[src/sv/edf_pkg.sv]
package edf_pkg;

	localparam int TIME_W        = 32;
	localparam int FIELD_W       = 16;
	localparam int SLOT_W        = 3;
	localparam int NOW_CNT_W     = 4;
	localparam int MAX_TASKS_DEF = 8;

	localparam logic CMD_TICK = 1'b0;
	localparam logic CMD_LOAD = 1'b1;

	typedef enum logic [2:0] {
		ST_IDLE,
		ST_DIV,
		ST_LOAD,
		ST_SCAN,
		ST_RUN,
		ST_OUT
	} edf_state_t;

	typedef struct packed {
		logic [FIELD_W-1:0] period;
		logic [FIELD_W-1:0] window;
		logic [FIELD_W-1:0] exec;
		logic [TIME_W-1:0]  next_rel;
		logic [TIME_W-1:0]  deadline;
		logic [FIELD_W-1:0] remaining;
	} slot_rec_t;

	typedef struct packed {
		logic              rel;
		logic              rel_miss;
		logic              drop;
		logic              pend;
		logic              better;
		logic [TIME_W-1:0] key;
		slot_rec_t         rec_new;
	} slot_eval_t;

	function automatic logic [TIME_W-1:0] sat_add(input logic [TIME_W-1:0] v,
		input logic [1:0] inc);
		logic [TIME_W:0] s;
		s = {1'b0, v} + {{(TIME_W - 1){1'b0}}, inc};
		return s[TIME_W] ? {TIME_W{1'b1}} : s[TIME_W-1:0];
	endfunction

endpackage

[src/sv/edf_rem.sv]
module edf_rem (
	input  logic                          clk,
	input  logic                          arst_n,
	input  logic                          start,
	input  logic [edf_pkg::TIME_W-1:0]    dividend,
	input  logic [edf_pkg::FIELD_W-1:0]   divisor,
	output logic                          done,
	output logic [edf_pkg::FIELD_W-1:0]   rem
);
	import edf_pkg::*;

	localparam int STEP_W = $clog2(TIME_W);

	logic                busy_q;
	logic                done_q;
	logic [STEP_W-1:0]   cnt_q;
	logic [TIME_W-1:0]   dvd_q;
	logic [FIELD_W-1:0]  dsr_q;
	logic [FIELD_W-1:0]  rem_q;
	logic [FIELD_W:0]    trial;
	logic [FIELD_W-1:0]  rem_nxt;

	always_comb begin
		trial = {rem_q, dvd_q[TIME_W-1]};
		if (trial >= {1'b0, dsr_q}) begin
			rem_nxt = FIELD_W'(trial - {1'b0, dsr_q});
		end else begin
			rem_nxt = trial[FIELD_W-1:0];
		end
	end

	always_ff @(posedge clk or negedge arst_n) begin
		if (!arst_n) begin
			busy_q <= 1'b0;
			done_q <= 1'b0;
			cnt_q  <= '0;
		end else begin
			done_q <= 1'b0;
			if (start) begin
				busy_q <= 1'b1;
				cnt_q  <= '0;
			end else if (busy_q) begin
				cnt_q <= cnt_q + 1'b1;
				if (cnt_q == STEP_W'(TIME_W - 1)) begin
					busy_q <= 1'b0;
					done_q <= 1'b1;
				end
			end
		end
	end

	always_ff @(posedge clk) begin
		if (start) begin
			dvd_q <= dividend;
			dsr_q <= divisor;
			rem_q <= '0;
		end else if (busy_q) begin
			dvd_q <= {dvd_q[TIME_W-2:0], 1'b0};
			rem_q <= rem_nxt;
		end
	end

	assign done = done_q;
	assign rem  = rem_q;

endmodule

[src/sv/edf_slot_eval.sv]
module edf_slot_eval (
	input  edf_pkg::slot_rec_t          rec,
	input  logic                        active,
	input  logic                        pending,
	input  logic [edf_pkg::TIME_W-1:0]  now,
	input  logic                        best_found,
	input  logic [edf_pkg::TIME_W-1:0]  best_key,
	output edf_pkg::slot_eval_t         ev
);
	import edf_pkg::*;

	logic               rel;
	logic               live;
	logic [TIME_W-1:0]  dl;
	logic [TIME_W-1:0]  key;
	logic [FIELD_W-1:0] rem;

	always_comb begin
		rel  = active && (rec.next_rel == now);
		live = rel || pending;
		dl   = rel ? now + TIME_W'(rec.window) : rec.deadline;
		rem  = rel ? rec.exec : rec.remaining;
		key  = dl - now;

		ev.rel      = rel;
		ev.rel_miss = rel && pending;
		// negative laxity: deadline already behind now, or too close for what is left
		ev.drop     = live && (key[TIME_W-1] || (key < TIME_W'(rem)));
		ev.pend     = live && !ev.drop;
		ev.better   = ev.pend && (!best_found || (key < best_key));
		ev.key      = key;

		ev.rec_new           = rec;
		ev.rec_new.next_rel  = rel ? now + TIME_W'(rec.period) : rec.next_rel;
		ev.rec_new.deadline  = dl;
		ev.rec_new.remaining = rem;
	end

endmodule

[src/sv/edf_task_scheduler.sv]
// EDF task scheduler.
// Input channel (in_valid/in_ready) takes one word per command: cmd=1 loads
// task_slot with phase, period, relative deadline and execution time;
// cmd=0 advances one tick (release, drop negative laxity, run earliest
// deadline job, advance time). Every input word yields one output word on
// the out_valid/out_ready channel.
// A tick walks the slot table one entry per cycle through a single
// evaluation unit, then updates the chosen job and advances time, and the
// result word is registered for output. A load whose phase is already past
// first runs the 32-step remainder unit to find its next release.
// Only one word is processed at a time; in_ready is low while it is.
// The output register holds a finished word while the next one is
// processed; if out_ready stays low the block waits in its last step with
// in_ready low until the word is taken.
// Reset clears time, active and pending flags and the totals; the slot
// table itself is not cleared and is written by loads.
module edf_task_scheduler #(
	parameter int MAX_TASKS = edf_pkg::MAX_TASKS_DEF
) (
	input  logic                              clk,
	input  logic                              arst_n,
	input  logic                              in_valid,
	output logic                              in_ready,
	input  logic                              cmd,
	input  logic [edf_pkg::SLOT_W-1:0]        task_slot,
	input  logic                              task_enable,
	input  logic [edf_pkg::FIELD_W-1:0]       task_phase,
	input  logic [edf_pkg::FIELD_W-1:0]       task_period,
	input  logic [edf_pkg::FIELD_W-1:0]       task_rel_deadline,
	input  logic [edf_pkg::FIELD_W-1:0]       task_exec_time,
	output logic                              out_valid,
	input  logic                              out_ready,
	output logic [edf_pkg::TIME_W-1:0]        tick_time,
	output logic                              ran_job,
	output logic [edf_pkg::SLOT_W-1:0]        running_slot,
	output logic                              job_done,
	output logic [edf_pkg::NOW_CNT_W-1:0]     released_now,
	output logic [edf_pkg::NOW_CNT_W-1:0]     missed_now,
	output logic [edf_pkg::TIME_W-1:0]        total_released,
	output logic [edf_pkg::TIME_W-1:0]        total_missed
);
	import edf_pkg::*;

	localparam int IDX_W = (MAX_TASKS > 1) ? $clog2(MAX_TASKS) : 1;
	localparam int CNT_W = $clog2(MAX_TASKS + 1);

	edf_state_t state_q, state_nxt;

	logic                 in_acc;
	logic                 ld_ok;
	logic [FIELD_W-1:0]   per_eff;
	logic                 out_free;

	logic [TIME_W-1:0]    now_q;
	logic [MAX_TASKS-1:0] active_q;
	logic [MAX_TASKS-1:0] pending_q;
	logic [TIME_W-1:0]    released_total_q;
	logic [TIME_W-1:0]    missed_total_q;

	logic [CNT_W-1:0]     rd_cnt_q;
	logic                 proc_v_s1;
	logic [IDX_W-1:0]     proc_idx_s1;
	logic [CNT_W-1:0]     rel_cnt_q;
	logic [CNT_W:0]       miss_cnt_q;
	logic                 best_found_q;
	logic [TIME_W-1:0]    best_key_q;
	logic [IDX_W-1:0]     best_idx_q;
	slot_rec_t            best_rec_q;
	logic                 run_done;

	logic [IDX_W-1:0]     ld_idx_q;
	logic                 ld_en_q;
	logic [FIELD_W-1:0]   ld_per_q;
	logic [FIELD_W-1:0]   ld_win_q;
	logic [FIELD_W-1:0]   ld_exec_q;
	logic [TIME_W-1:0]    ld_next_q;

	logic                 div_start;
	logic                 div_done;
	logic [FIELD_W-1:0]   div_rem;

	slot_rec_t            slot_mem [MAX_TASKS];
	slot_rec_t            rd_data_q;
	logic                 mem_we;
	logic [IDX_W-1:0]     mem_waddr;
	slot_rec_t            mem_wdata;
	slot_rec_t            run_rec;
	slot_rec_t            ld_rec;

	slot_eval_t           ev;
	logic [1:0]           miss_inc;

	logic [TIME_W-1:0]    res_time_q;
	logic                 res_ran_q;
	logic [SLOT_W-1:0]    res_slot_q;
	logic                 res_done_q;
	logic [NOW_CNT_W-1:0] res_rel_q;
	logic [NOW_CNT_W-1:0] res_miss_q;

	logic                 out_valid_q;
	logic [TIME_W-1:0]    tick_time_q;
	logic                 ran_job_q;
	logic [SLOT_W-1:0]    running_slot_q;
	logic                 job_done_q;
	logic [NOW_CNT_W-1:0] released_now_q;
	logic [NOW_CNT_W-1:0] missed_now_q;
	logic [TIME_W-1:0]    total_released_q;
	logic [TIME_W-1:0]    total_missed_q;

	edf_rem u_rem (
		.clk      (clk),
		.arst_n   (arst_n),
		.start    (div_start),
		.dividend (now_q - TIME_W'(task_phase)),
		.divisor  (per_eff),
		.done     (div_done),
		.rem      (div_rem)
	);

	edf_slot_eval u_eval (
		.rec        (rd_data_q),
		.active     (active_q[proc_idx_s1]),
		.pending    (pending_q[proc_idx_s1]),
		.now        (now_q),
		.best_found (best_found_q),
		.best_key   (best_key_q),
		.ev         (ev)
	);

	assign in_acc   = in_valid && in_ready;
	assign ld_ok    = 32'(task_slot) < MAX_TASKS;
	assign per_eff  = (task_period == '0) ? FIELD_W'(1) : task_period;
	assign out_free = !out_valid_q || out_ready;
	assign miss_inc = {1'b0, ev.rel_miss} + {1'b0, ev.drop};
	assign run_done = best_rec_q.remaining <= FIELD_W'(1);

	always_comb begin
		run_rec = best_rec_q;
		run_rec.remaining = run_done ? '0 : best_rec_q.remaining - 1'b1;
		ld_rec = '0;
		ld_rec.period   = ld_per_q;
		ld_rec.window   = ld_win_q;
		ld_rec.exec     = ld_exec_q;
		ld_rec.next_rel = ld_next_q;
	end

	always_ff @(posedge clk or negedge arst_n) begin
		if (!arst_n) begin
			state_q <= ST_IDLE;
		end else begin
			state_q <= state_nxt;
		end
	end

	always_comb begin
		state_nxt = state_q;
		in_ready  = 1'b0;
		div_start = 1'b0;
		mem_we    = 1'b0;
		mem_waddr = ld_idx_q;
		mem_wdata = ld_rec;
		case (state_q)
			ST_IDLE: begin
				in_ready = 1'b1;
				if (in_valid) begin
					if (cmd == CMD_TICK) begin
						state_nxt = ST_SCAN;
					end else if (!ld_ok) begin
						state_nxt = ST_OUT;
					end else if (TIME_W'(task_phase) >= now_q) begin
						state_nxt = ST_LOAD;
					end else begin
						div_start = 1'b1;
						state_nxt = ST_DIV;
					end
				end
			end
			ST_DIV: begin
				if (div_done) begin
					state_nxt = ST_LOAD;
				end
			end
			ST_LOAD: begin
				mem_we    = 1'b1;
				state_nxt = ST_OUT;
			end
			ST_SCAN: begin
				mem_we    = proc_v_s1;
				mem_waddr = proc_idx_s1;
				mem_wdata = ev.rec_new;
				if (proc_v_s1 && (rd_cnt_q == CNT_W'(MAX_TASKS))) begin
					state_nxt = ST_RUN;
				end
			end
			ST_RUN: begin
				mem_we    = best_found_q;
				mem_waddr = best_idx_q;
				mem_wdata = run_rec;
				state_nxt = ST_OUT;
			end
			ST_OUT: begin
				if (out_free) begin
					state_nxt = ST_IDLE;
				end
			end
			default: begin
				state_nxt = ST_IDLE;
			end
		endcase
	end

	always_ff @(posedge clk) begin
		if (mem_we) begin
			slot_mem[mem_waddr] <= mem_wdata;
		end
		rd_data_q <= slot_mem[rd_cnt_q[IDX_W-1:0]];
	end

	always_ff @(posedge clk or negedge arst_n) begin
		if (!arst_n) begin
			now_q            <= '0;
			active_q         <= '0;
			pending_q        <= '0;
			released_total_q <= '0;
			missed_total_q   <= '0;
			rd_cnt_q         <= '0;
			proc_v_s1        <= 1'b0;
			rel_cnt_q        <= '0;
			miss_cnt_q       <= '0;
			best_found_q     <= 1'b0;
			out_valid_q      <= 1'b0;
		end else begin
			if (state_q == ST_OUT && out_free) begin
				out_valid_q <= 1'b1;
			end else if (out_ready) begin
				out_valid_q <= 1'b0;
			end
			case (state_q)
				ST_IDLE: begin
					if (in_acc && cmd == CMD_TICK) begin
						rd_cnt_q     <= '0;
						proc_v_s1    <= 1'b0;
						rel_cnt_q    <= '0;
						miss_cnt_q   <= '0;
						best_found_q <= 1'b0;
					end
				end
				ST_LOAD: begin
					active_q[ld_idx_q]  <= ld_en_q;
					pending_q[ld_idx_q] <= 1'b0;
				end
				ST_SCAN: begin
					if (rd_cnt_q != CNT_W'(MAX_TASKS)) begin
						rd_cnt_q  <= rd_cnt_q + 1'b1;
						proc_v_s1 <= 1'b1;
					end else begin
						proc_v_s1 <= 1'b0;
					end
					if (proc_v_s1) begin
						pending_q[proc_idx_s1] <= ev.pend;
						rel_cnt_q        <= rel_cnt_q + CNT_W'(ev.rel);
						miss_cnt_q       <= miss_cnt_q + (CNT_W + 1)'(miss_inc);
						released_total_q <= sat_add(released_total_q, {1'b0, ev.rel});
						missed_total_q   <= sat_add(missed_total_q, miss_inc);
						if (ev.better) begin
							best_found_q <= 1'b1;
						end
					end
				end
				ST_RUN: begin
					if (best_found_q && run_done) begin
						pending_q[best_idx_q] <= 1'b0;
					end
					now_q <= now_q + 1'b1;
				end
				default: begin
				end
			endcase
		end
	end

	always_ff @(posedge clk) begin
		case (state_q)
			ST_IDLE: begin
				if (in_acc && cmd == CMD_LOAD) begin
					ld_idx_q   <= IDX_W'(task_slot);
					ld_en_q    <= task_enable;
					ld_per_q   <= per_eff;
					ld_win_q   <= (task_rel_deadline < per_eff) ? task_rel_deadline : per_eff;
					ld_exec_q  <= task_exec_time;
					ld_next_q  <= TIME_W'(task_phase);
					res_time_q <= '0;
					res_ran_q  <= 1'b0;
					res_slot_q <= '0;
					res_done_q <= 1'b0;
					res_rel_q  <= '0;
					res_miss_q <= '0;
				end
			end
			ST_DIV: begin
				if (div_done) begin
					ld_next_q <= (div_rem == '0) ? now_q :
						now_q + TIME_W'(ld_per_q - div_rem);
				end
			end
			ST_SCAN: begin
				proc_idx_s1 <= rd_cnt_q[IDX_W-1:0];
				if (proc_v_s1 && ev.better) begin
					best_key_q <= ev.key;
					best_idx_q <= proc_idx_s1;
					best_rec_q <= ev.rec_new;
				end
			end
			ST_RUN: begin
				res_time_q <= now_q;
				res_ran_q  <= best_found_q;
				res_slot_q <= best_found_q ? SLOT_W'(best_idx_q) : '0;
				res_done_q <= best_found_q && run_done;
				res_rel_q  <= (32'(rel_cnt_q) > 32'd15) ? 4'hF : NOW_CNT_W'(rel_cnt_q);
				res_miss_q <= (32'(miss_cnt_q) > 32'd15) ? 4'hF : NOW_CNT_W'(miss_cnt_q);
			end
			ST_OUT: begin
				if (out_free) begin
					tick_time_q      <= res_time_q;
					ran_job_q        <= res_ran_q;
					running_slot_q   <= res_slot_q;
					job_done_q       <= res_done_q;
					released_now_q   <= res_rel_q;
					missed_now_q     <= res_miss_q;
					total_released_q <= released_total_q;
					total_missed_q   <= missed_total_q;
				end
			end
			default: begin
			end
		endcase
	end

	assign out_valid      = out_valid_q;
	assign tick_time      = tick_time_q;
	assign ran_job        = ran_job_q;
	assign running_slot   = running_slot_q;
	assign job_done       = job_done_q;
	assign released_now   = released_now_q;
	assign missed_now     = missed_now_q;
	assign total_released = total_released_q;
	assign total_missed   = total_missed_q;

	a_tick_scans: assert property (@(posedge clk) disable iff (!arst_n)
		(in_acc && cmd == CMD_TICK) |=> (state_q == ST_SCAN))
		else $error("tick word did not start a slot scan");

	a_done_needs_run: assert property (@(posedge clk) disable iff (!arst_n)
		(out_valid && job_done) |-> ran_job)
		else $error("job_done without ran_job");

	a_idle_slot_zero: assert property (@(posedge clk) disable iff (!arst_n)
		(out_valid && !ran_job) |-> (running_slot == '0 && !job_done))
		else $error("running_slot set with no job run");

	a_miss_monotone: assert property (@(posedge clk) disable iff (!arst_n)
		1'b1 |=> (missed_total_q >= $past(missed_total_q)))
		else $error("missed total went backward");

endmodule

[config.mk]
export PLATFORM = sky130hd
export DESIGN_NAME = edf_task_scheduler
export DESIGN_NICKNAME = d
export VERILOG_FILES = /design/src/sv/edf_pkg.sv /design/src/sv/edf_rem.sv /design/src/sv/edf_slot_eval.sv /design/src/sv/edf_task_scheduler.sv
export SDC_FILE = /design/constraint.sdc
export NUM_CORES = 2
export LEC_CHECK = 0
export BUFFER_PORTS_ARGS = -buffer_cell sky130_fd_sc_hd__buf_2
export CAP_MARGIN = 40
export CORE_AREA = 2 2 470 472
export DETAILED_ROUTE_END_ITERATION = 8
export DIE_AREA = 0 0 472 474
export HOLD_SLACK_MARGIN = 0.05
export MAX_ROUTING_LAYER = met4
export SYNTH_ARGS = -nofsm -noshare
export SYNTH_HDL_FRONTEND = slang
export SYNTH_SLANG_ARGS = --single-unit
[constraint.sdc]
create_clock -name clk -period 18.5 [get_ports clk]
set_input_delay 3.7 -clock clk [delete_from_list [all_inputs] [get_ports clk]]
set_output_delay 3.7 -clock clk [all_outputs]
set_load 0.02 [all_outputs]
; ---- Word level (Yosys, flattened, before mapping)
; Memories as Yosys holds them, arrays and structs flattened. A register that Yosys moved wholly into a read port is not among the register bits.
; Cells that the tools add are included.
; Widths: inputs -> output; s select.
[word_totals]
reg_bits = 606
ram_bits = 1024
in_bits = 73
output_inout_bits = 111
wordCells = 228
mem_count = 1
[classes]
n_addsub = 16
magnitude_cmp = 13
n_eq_ne = 19
muxes = 83
bitwise = 5
n_reduce_logical = 44
[memory_table]
columns = memory, words, width, read_ports, rd_ports_with_merged_regs, wr, line
row1 = slot_mem, 8, 128, 1, 1, 1, edf_task_scheduler.sv:82  ; slot_rec_t slot_mem [MAX_TASKS];
[ops]
columns = operator, count
row1 = $mux 32, 10
row2 = $pmux 128 s2, 1
row3 = $pmux 32 s2, 2
row4 = $mux 16, 5
row5 = $add 32x16->32, 2
row6 = $add 32x1->33, 1
row7 = $add 32x2->33, 1
row8 = $add 32x1->32 const B, 1
row9 = $add 32x32->32, 1
row10 = $eq 32x32->1, 1
row11 = $ge 16x32->1, 1
row12 = $logic_not 16->1, 2
row13 = $lt 32x16->1, 1
row14 = $lt 32x32->1, 1
row15 = $pmux 4 s2, 4
row16 = $sub 32x16->32, 1
row17 = $sub 32x32->32, 1
row18 = $mux 1, 25
row19 = $pmux 8 s3, 1
row20 = $mux 4, 5
row21 = $mux 5, 4
row22 = $mux 3, 6
row23 = $ne 2x2->1 const B, 9
row24 = $ge 17x16->1, 1
row25 = 43 further kinds, 93

; ---- Longest topological paths before layout
[logic_depth]
depth_word = 14
mapped_depth = 41
depth_no_buf = 39

; ---- By module
; A second synthesis with hierarchy kept.
[unflattened]
hier_cells = 5275
hier_area_um2 = 77624.4
[modules_own_cells]
columns = mod, n_inst, cells_per_inst, area_per_inst_um2, seq_area_each_um2
row1 = edf_task_scheduler, 1, 3937, 66988.0, 48721.7
row2 = edf_slot_eval, 1, 1006, 6839.1, 0.0
row3 = edf_rem, 1, 332, 3797.4, 1936.9

; ---- Worst setup path before layout
; No wires, ideal clock.
[synth_timing]
path_kind = register to register
from = register now_q[1]
to = register best_idx_q[0], enable pin
setup_time_ps = 774
t_arrival_ps = 14632
t_required_ps = 17726
slack_ps = 3095
stages_incl_launch_ff = 30
path_buffers = 1
synth_period_minus_slack_ps = 15405
path_cell_list = dfrtp_1 ha_1 a211oi_1 o211ai_1 a311o_1 a211o_1 o21ai_1 a21oi_1 nand2_1 xnor2_1 mux2_2 ha_1 clkbuf_1 a21o_1 o21ba_2 o21a_1 a21boi_0 o21ai_0 o31ai_1 o41ai_4 nor3_1 a211o_1 ha_1 and3_1 nand4_1 a311o_1 o31ai_1 o2bb2ai_1 a221oi_1 nor4_2
[synth_rtl]
columns = element, line
row1 = start: declaration, edf_task_scheduler.sv:54  ; logic [TIME_W-1:0] now_q;
row2 = start signal: assignment, edf_task_scheduler.sv:274  ; now_q <= now_q + 1'b1;
row3 = end signal: assignment, edf_task_scheduler.sv:310  ; best_idx_q <= proc_idx_s1;
row4 = end: declaration, edf_task_scheduler.sv:67  ; logic [IDX_W-1:0] best_idx_q;

==> reports/summary.txt <==
post-layout util - 40.0%
Comb pwr share - 28.0%
area share of the largest cell type after synthesis - 58.2%
CP max FO - 33
Max-Cap Viols - 0
post-DP HPWL - 133 mm
global routing's busiest layer - met2
post-synthesis net count - 5,313
RePlAce Congestion - 0.945
max reg flops - 1,024
Setup Skew - 0.0725 ns
Top Ports - 184
P&R area growth vs syn - 14.9%
fill cell count - 20,000
CP Class - reg -> reg
number of global-route vias before repair - 43,500
final worst-path cycle share - 57.2%
Post-CTS Hold Buffers - 0
initial antenna violation count - 6
Least-Margin Pin Slew - 0.988 ns
DR WL/cell - 24.3 um
GR Layer Usage met2 - 28.5%
unique cell type count in the Yosys netlist - 102
most flop-heavy register - slot_mem
Clock transition at path regs - 0.06 ns
number of synthesized register bits - 1,758
synth warn - 0
LEAKAGE - 31.2 nW
CP Capture Type - flop
CP max stage delay - 0.82 ns
layout cells sized above 1 - 20.2%
Initial Util - 34.9%
clock power share - 29.4%
Max Clk Rate - 0.0946 GHz
final WL - 202 mm
met1 Use GR - 25.0%
Placed Cells - 7,970
Critical Path RT - 19.22 ns
max-slew violation count - 0
nets@finish - 5,577
Mapped Cells - 5,015
Seq pwr share - 42.6%
global-route wire length before repair - 297 mm
CTS tree - done
total CTS buffers - 178
final instance area - 87,500 sq um
drt pass-1 iters - 6
leading area contributor after synthesis - edfxtp_1
outcome - finished clean
unrepaired setup endpoints after global routing - no
Switch Pwr - 4.14 mW
slowest CP cell - edfxtp_1
Post-CTS Resized - 0
Avg Inst Size Synth - 15.2 sq um
met3 usage - 2.59%
Top Registers - slot_mem: 1024 flops, best_rec_q: 128 flops, rd_data_q: 128 flops
DP Worst Slack - 8.15 ns
Clock Latency Late Sink - 0.83 ns
port buffer count - 183
setup_tns - 0 ns
largest net degree at the start of global routing - 120
top-count cell post-synth - edfxtp_1
buffers and inverters on the worst path - 1
Crit path arrival time - 11.30 ns
Die Span X - 472 um
Initial DRC Count - 4,226
min Tclk post-route - 10.58 ns
Core Rows - 172
top cells by count, synth - 1,476 x edfxtp_1, 379 x nand2_1, 275 x nor2_1, 257 x mux4_2, 216 x ha_1
Final Hold Viols - 0
register area share after synthesis - 66.5%
sequential cell area - 50,700 sq um
Setup WS post-layout - 7.93 ns
CTS root buffer - clkbuf_16
GR Overflow Total - 0
delay-heaviest family, CP - simple AND/OR/NAND/NOR gates
area of the die - 224,000 sq um
clk sinks - 1,758
combined area of the multi-input logic cells - 24,000 sq um
DR DRC count - 0
Vias/cell - 5.33
Max Root-Sink Buffers - 3
die height - 474 um
Post-synth EDFFs - 1,476
Synth area leaders - edfxtp_1 58%, mux4_2 7.6%, dfrtp_1 4.5%
Switching Fraction - 31.9%
Async SR Flop Fraction - 7.85%
maximum vdd drop - 0.0000915 V
power per cell area - 149 nW/um^2
Hold Path Class - reg -> reg
number of post-CTS setup repair buffers - 0
Int Pwr - 8.86 mW
CP Launch Type - flop
Slew headroom - 34.1%
synthesized area - 76,200 sq um
dpl cell area - 81,200 sq um
Post-synth top flop - edfxtp_1
Post-Layout Cell Count - 8,311
final antenna-violating net count - 0
GR Util All Layers - 18.3%
vias - 44,300
Core Area - 219,000 sq um
Setup-failing EPs final - 0
# H-tree levels - 4
-- through the flow --
stage / power (mW) / hold slack [ns]
after global routing: 13.6 / 0.400
after CTS: 13.1 / 0.397
after detailed placement: 9.28 / 0.405
after floorplan: 7.93 / 0.400
final: 13.0 / 0.404
after global placement: 9.15 / 0.402
-- layout make-up --
type                       count  share of cell area, %
antenna                        4                 0.0114
clock buffer                 240                   5.61
clock inverter                97                   1.57
inverter                     220                  0.946
multi-input combinational   2819                   27.4
sequential                  1758                   57.9
tap                         2871                   4.10
timing repair buffer         302                   2.47
-- worst paths after layout --
path	cells past startpoint	slack, ns	endpoint	from
min in group asynchronous	1	2.77	missed_total_q[30]	arst_n
worst min-delay path	0	0.40	released_now[3]	res_rel_q[3]
worst max-delay path	34	7.93	missed_total_q[8]	proc_idx_s1[1]
worst min register to register	0	0.40	released_now[3]	res_rel_q[3]
worst max register to register	34	7.93	missed_total_q[8]	proc_idx_s1[1]
max in group asynchronous	2	14.53	rd_cnt_q[2]	arst_n
-- kinds of logic (layout without fill, tap and decap cells) --
logic type / count (synthesis) / in the layout / synth area share (%)
flops: 1758 / 1758 / 66.5
simple gates: 1067 / 1067 / 6.55
compound gates: 747 / 747 / 6.62
mux: 497 / 497 / 11.1
buf+inv: 438 / 859 / 2.23
xor+xnor: 282 / 282 / 3.26
fa+ha+maj: 226 / 226 / 3.80
other cells: 0 / 4 / 0
-- placed cells by master, fill, tap and decap left out, drive strengths merged, types with 38 or more instances in the layout --
| cell type | instances |
|---|---|
| inv | 221 |
| a22oi | 61 |
| nand3 | 85 |
| mux2 | 198 |
| xor2 | 73 |
| a21o | 67 |
| edfxtp | 1476 |
| xnor2 | 208 |
| and3 | 38 |
| clkinv | 65 |
| nor3 | 73 |
| mux4 | 257 |
| buf | 302 |
| a21oi | 174 |
| clkbuf | 240 |
| mux2i | 42 |
| dfrtp | 138 |
| ha | 216 |
| nor2 | 275 |
| dfxtp | 144 |
| nand2 | 379 |
| o21ai | 153 |
| nand4 | 55 |
-- worst reg2reg max path, delay by kind of cell, from the launching register on --
family / cells / cell delay, ns
mux: 1 / 0.43
fa+ha+maj: 5 / 1.43
simple gates: 15 / 4.57
buf+inv: 1 / 0.06
flops: 1 / 0.82
xor+xnor: 1 / 0.23
compound gates: 11 / 2.94
-- layer usage --
metal	routed length [um]	part of all wire [%]	up-vias
li1	-	-	19800
met1	89800	45	22800
met2	94400	47	1476
met3	11900	5.9	260
met4	5410	2.7	0
met5	0	0	-
-- power by group through the flow --
stage / Clock [mW] / Combinational [mW] / Sequential, mW
floorplan: 0 / 2.41 / 5.51
global placement: 0 / 3.52 / 5.63
detailed placement: 0 / 3.66 / 5.62
CTS: 3.90 / 3.68 / 5.54
global route: 4.06 / 3.96 / 5.58
finish: 3.82 / 3.65 / 5.54
(Power assumes the default switching activity.)
